$ cat src/design/bbfp_pkg.sv
// Shared constants, types and helpers for the backward bit-field packer.
package bbfp_pkg;

    localparam int STORE_BYTES = 1024;
    localparam int ADDR_W      = $clog2(STORE_BYTES);
    localparam int CAP_W       = 11;
    localparam int VALUE_W     = 64;
    localparam int TOP_W       = 6;
    localparam int REM_W       = 7;

    localparam logic [1:0] FUNC_WRITE  = 2'd0;
    localparam logic [1:0] FUNC_READ   = 2'd1;
    localparam logic [1:0] FUNC_REWIND = 2'd2;

    typedef struct packed {
        logic [7:0]       val_top;
        logic [7:0]       rd_byte;
        logic [2:0]       bit_pos;
        logic [REM_W-1:0] rem;
    } unit_in_t;

    typedef struct packed {
        logic [7:0] wr_byte;
        logic [7:0] got;
        logic [3:0] n;
        logic [2:0] lo;
        logic       wrap;
    } unit_out_t;

    function automatic logic [ADDR_W-1:0] last_byte(input logic [CAP_W-1:0] cap);
        logic [CAP_W:0] c;
        c = {1'b0, cap};
        if (c == '0)
            c = (CAP_W+1)'(1);
        if (c > (CAP_W+1)'(STORE_BYTES))
            c = (CAP_W+1)'(STORE_BYTES);
        c = c - (CAP_W+1)'(1);
        return c[ADDR_W-1:0];
    endfunction

endpackage

$ cat src/design/bbfp_byte_unit.sv
// Shared byte unit: merges or extracts the field bits that fall in one store byte.
module bbfp_byte_unit
    import bbfp_pkg::*;
(
    input  unit_in_t  u_in,
    output unit_out_t u_out
);

    logic [3:0] avail;
    logic [3:0] n;
    logic [2:0] lo;
    logic [7:0] low_ones;
    logic [7:0] mask;
    logic [7:0] chunk;
    logic [8:0] ones_wide;

    always_comb
    begin
        avail     = {1'b0, u_in.bit_pos} + 4'd1;
        if (u_in.rem < {3'b000, avail})
            n = u_in.rem[3:0];
        else
            n = avail;
        lo        = 3'(avail - n);
        ones_wide = (9'd1 << n) - 9'd1;
        low_ones  = ones_wide[7:0];
        mask      = low_ones << lo;
        chunk     = u_in.val_top >> (4'd8 - n);
        u_out.wr_byte = (u_in.rd_byte & ~mask) | ((chunk << lo) & mask);
        u_out.got     = (u_in.rd_byte >> lo) & low_ones;
        u_out.n       = n;
        u_out.lo      = lo;
        u_out.wrap    = (n == avail);
    end

endmodule

$ cat config.mk
export PLATFORM = sky130hd
export DESIGN_NAME = bbfp_byte_unit
export DESIGN_NICKNAME = d
export VERILOG_FILES = /design/src/design/bbfp_pkg.sv /design/src/design/bbfp_byte_unit.sv
export SDC_FILE = /design/constraint.sdc
export NUM_CORES = 1
export LEC_CHECK = 0
export BUFFER_PORTS_ARGS = -buffer_cell sky130_fd_sc_hd__buf_2
export CAP_MARGIN = 20
export CORE_ASPECT_RATIO = 1.75
export CORE_MARGIN = 2
export CORE_UTILIZATION = 57
export DETAILED_ROUTE_END_ITERATION = 8
export GPL_TIMING_DRIVEN = 0
export PLACE_DENSITY = 0.86
export SYNTH_ARGS = -nofsm -noshare
export SYNTH_HDL_FRONTEND = slang
export SYNTH_SLANG_ARGS = --single-unit
$ cat constraint.sdc
create_clock -name vclk -period 5.8
set_input_delay 0.58 -clock vclk [all_inputs]
set_output_delay 0.58 -clock vclk [all_outputs]
set_load 0.005 [all_outputs]
## Yosys cells after proc, flatten, opt, wreduce, memory -nomap -nowiden

Cells that the tools add are included.

| storage, ports and cells | value |
|---|---|
| bits in registers | 0 |

| operators by class | value |
|---|---|
| add/subtract/negate cells | 4 |
| muxes and demuxes | 1 |
| bitwise gates (word level) | 5 |
| magnitude comparators | 1 |
| shift-type cells | 5 |
| eq/ne operators | 1 |

Operator list:

| kind | number |
|---|---|
| $and A8 B8 Y8 | 3 |
| $shl A8 B3 Y8 | 2 |
| $not A8 Y8 | 1 |
| $or A8 B8 Y8 | 1 |
| $shl A1 B4 Y8 const A | 1 |
| $shr A8 B3 Y8 | 1 |
| $shr A8 B4 Y8 | 1 |
| $sub A8 B1 Y8 const B | 1 |
| $lt A7 B4 Y1 | 1 |
| $add A3 B1 Y4 const B | 1 |
| $eq A4 B4 Y1 | 1 |
| $mux W4 | 1 |
| $sub A4 B4 Y4 const A | 1 |
| $sub A3 B3 Y3 | 1 |

## Depth between registers and ports, before layout

| logic depth | value |
|---|---|
| depth after elaboration | 9 |
| gate-level depth with buffers | 22 |

## Worst setup path before layout

OpenSTA, ideal clock, no wires.

| path | value |
|---|---|
| path kind | input-to-output |
| start | input port u_in[8] (netlist name) |
| end | output port u_out[23] (netlist name) |
| slack | 0.732 ns |
| data arrival time | 4.488 ns |
| stages | 18 |
| data required time | 5.220 ns |
| path through | and3_1 -> inv_1 -> ha_1 -> or4_4 -> a311oi_4 -> a21oi_2 -> nor2_8 -> inv_1 -> ha_1 -> clkbuf_1 -> clkinv_1 -> nand2_1 -> a211o_1 -> o21ai_0 -> mux2_2 -> o22ai_1 -> or4_4 -> a22oi_2 |

RTL lines:

| item | RTL line | source |
|---|---|---|
| start: declaration | bbfp_byte_unit.sv:5 | `input unit_in_t u_in,` |
| end: declaration | bbfp_byte_unit.sv:6 | `output unit_out_t u_out` |

==> impl_metrics.tcl <==
set metrics [dict create \
    setup_viol 0 \
    maxCapViolations 0 \
    final_cell_area_um2 2290 \
    synth_area_per_cell_um2 6.82 \
    hold_depth 3 \
    worstMarginPinSlew_ns 0.891 \
    final_cell_mix "53 x buf_2, 27 x nor2_1, 24 x nand2_1" \
    path_cells "buf_2 > and3_1 > inv_1 > ha_1 > or4_4 > a31oi_4 > o21a_2 > nor2_1 > a21o_1 > inv_1 > ha_1 > ha_4 > nand3_2 > ha_2 > xor2_1 > a21oi_1 > a21oi_1 > or4_4 > a22oi_2 > buf_2" \
    cp-end-kind "output pin" \
    grt_first_pass_wirelength_mm 10.1 \
    routed-via-count 2491 \
    ant_nets 0 \
    die_w_um 47.3 \
    min-delay-start "u_in[10]" \
    slew-limit-headroom 0.389 \
    syn2layout_area_growth_pct 22.2 \
    worst-endpoint-required_ns 5.22 \
    start_kind "input port" \
    crit_buf_inv 4 \
    viasPerCell 6.70 \
    layout_commonest_cell "buf_2" \
    final_util 0.729 \
    diodes 0 \
    seq_area_frac_synth 0 \
    finalCritPeriodShare 0.959 \
    busiest_layer "met2" \
    wl_per_cell_um 16.8 \
    grt_pass1_vias 2191 \
    syn_area_um2 1870 \
    fp-row-count 27 \
    ys_types 62 \
    p_leak_nw 0.985 \
    power_density_nw_per_um2 159 \
    synth_warnings 0 \
    fin_setup_tns_ns 0 \
    dr.first_iter.drc_count 119 \
    remaining_drc_errors 0 \
    synth_top_cell_by_area "ha_1" \
    seq_area_um2 0 \
    slowest_delay_ns 0.60 \
    grt_use_met3 0.00679 \
    dieArea_um2 3780 \
    cts_hold_buf 0 \
    arrival_ns 4.98 \
    flops_and_latches 0 \
    synth.area.top_cells "ha_1 7.3%, mux2i_1 5.9%, nor2_1 5.6%" \
    grt_max_degree 12 \
    rsz0062_at_grt "no" \
    antenna_found_initial 0 \
    clock_buffers 0 \
    cp_max_fo 9 \
    netlist.area_leader.share 0.0734 \
    gr-usage-met1 0.402 \
    min_to "u_out[16]" \
    grt_util_all_layers 0.347 \
    clock.fmax_ghz 0.180 \
    wl_mm 6.26 \
    firstDrtPassIters 5 \
    hold_viol 0 \
    design.core.area_um2 3140 \
    die_h_um 79.9 \
    cp_slowest_cell "or4_4" \
    dpl.hpwl_mm 5.00 \
    worstHoldPathType "input port to output pin" \
    gr-total-overflow 0 \
    drive_gt1_frac 0.280 \
    gp_congestion 0.941 \
    initial_core_util 0.597 \
    port_buffers 50 \
    syn_nets 312 \
    io_pins 50 \
    synth_cells 275 \
    vdd_drop_max_mv 0.109 \
    use_met2 0.634 \
    maxSlewViolCount 0 \
    critPathKind "input port to output pin" \
    fin_crit_ns 5.56 \
    cp_top_family "simple AND/OR/NAND/NOR gates" \
    power_w 0.000363 \
    outcome "complete, no violations" \
    final_nets 368 \
    dpl-instance-area_um2 2180 \
]
[synthesized netlist by cell type, drive strengths merged (5+ instances only)]
library cell,instances
a211oi,10
a21o,6
a21oi,21
a22oi,6
a31oi,6
and2,5
and3,5
clkbuf,13
ha,11
inv,12
mux2,6
mux2i,11
mux4,5
nand2,24
nand3,11
nor2,29
nor3,5
o211ai,10
o21ai,12
xnor2,5
[final cells by class]
type | instances | area [um2]
Multi-Input combinational cell | 245 | 1820
Buffer | 15 | 68.8
Timing Repair Buffer | 56 | 295
Fill cell | 284 | 851
Tap cell | 43 | 53.8
Inverter | 13 | 50.0
[worst max path at each step]
stage          startpoint   endpoint  cells after the start  slack [ns]
6_report          u_in[7]  u_out[23]                     20        0.24
2_1_floorplan     u_in[8]  u_out[23]                     18        0.73
4_1_cts           u_in[7]  u_out[23]                     20        0.02
3_5_place_dp      u_in[7]  u_out[23]                     20       -0.12
3_3_place_gp      u_in[7]  u_out[21]                     20       -0.09
5_1_grt           u_in[7]  u_out[20]                     22       0.004
[power breakdown]
group / internal (W) / switching, W / leakage (nW)
registers: 0 / 0 / 0
clock network: 0 / 0 / 0
logic: 0.000152 / 0.000211 / 0.985
[per-stage QoR]
step | setup WS (ns) | hold slack [ns] | std cells
floorplan | 0.732 | 1.25 | 275
detailed placement | -0.117 | 1.47 | 368
finish | 0.236 | 1.47 | 372
global placement | -0.0933 | 1.47 | 368
global route | 0.00425 | 1.48 | 372
CTS | 0.0173 | 1.47 | 368
[layer usage]
metal | vias to the layer above | part of all wire
met2 | 133 | 0.53
met1 | 1146 | 0.36
li1 | 1183 | -
met5 | - | 0
met4 | 0 | 0.048
met3 | 29 | 0.054
[logic make-up (layout without fill, tap and decap cells)]
family | Yosys count | in the layout | share of synthesized area
fa+ha+maj | 11 | 11 | 0.0734
xor+xnor | 8 | 8 | 0.0414
simple gates | 103 | 103 | 0.281
buf+inv | 30 | 84 | 0.0654
compound gates | 101 | 101 | 0.382
mux | 22 | 22 | 0.157
[what timing repair did]
action | 4_1_cts | 5_1_grt
gates resized for setup | 3 | 19
setup endpoints to repair | 4 | 14
buffers inserted | 0 | 6
pin swaps | 0 | 2
Power figures use the tool's default switching activity.
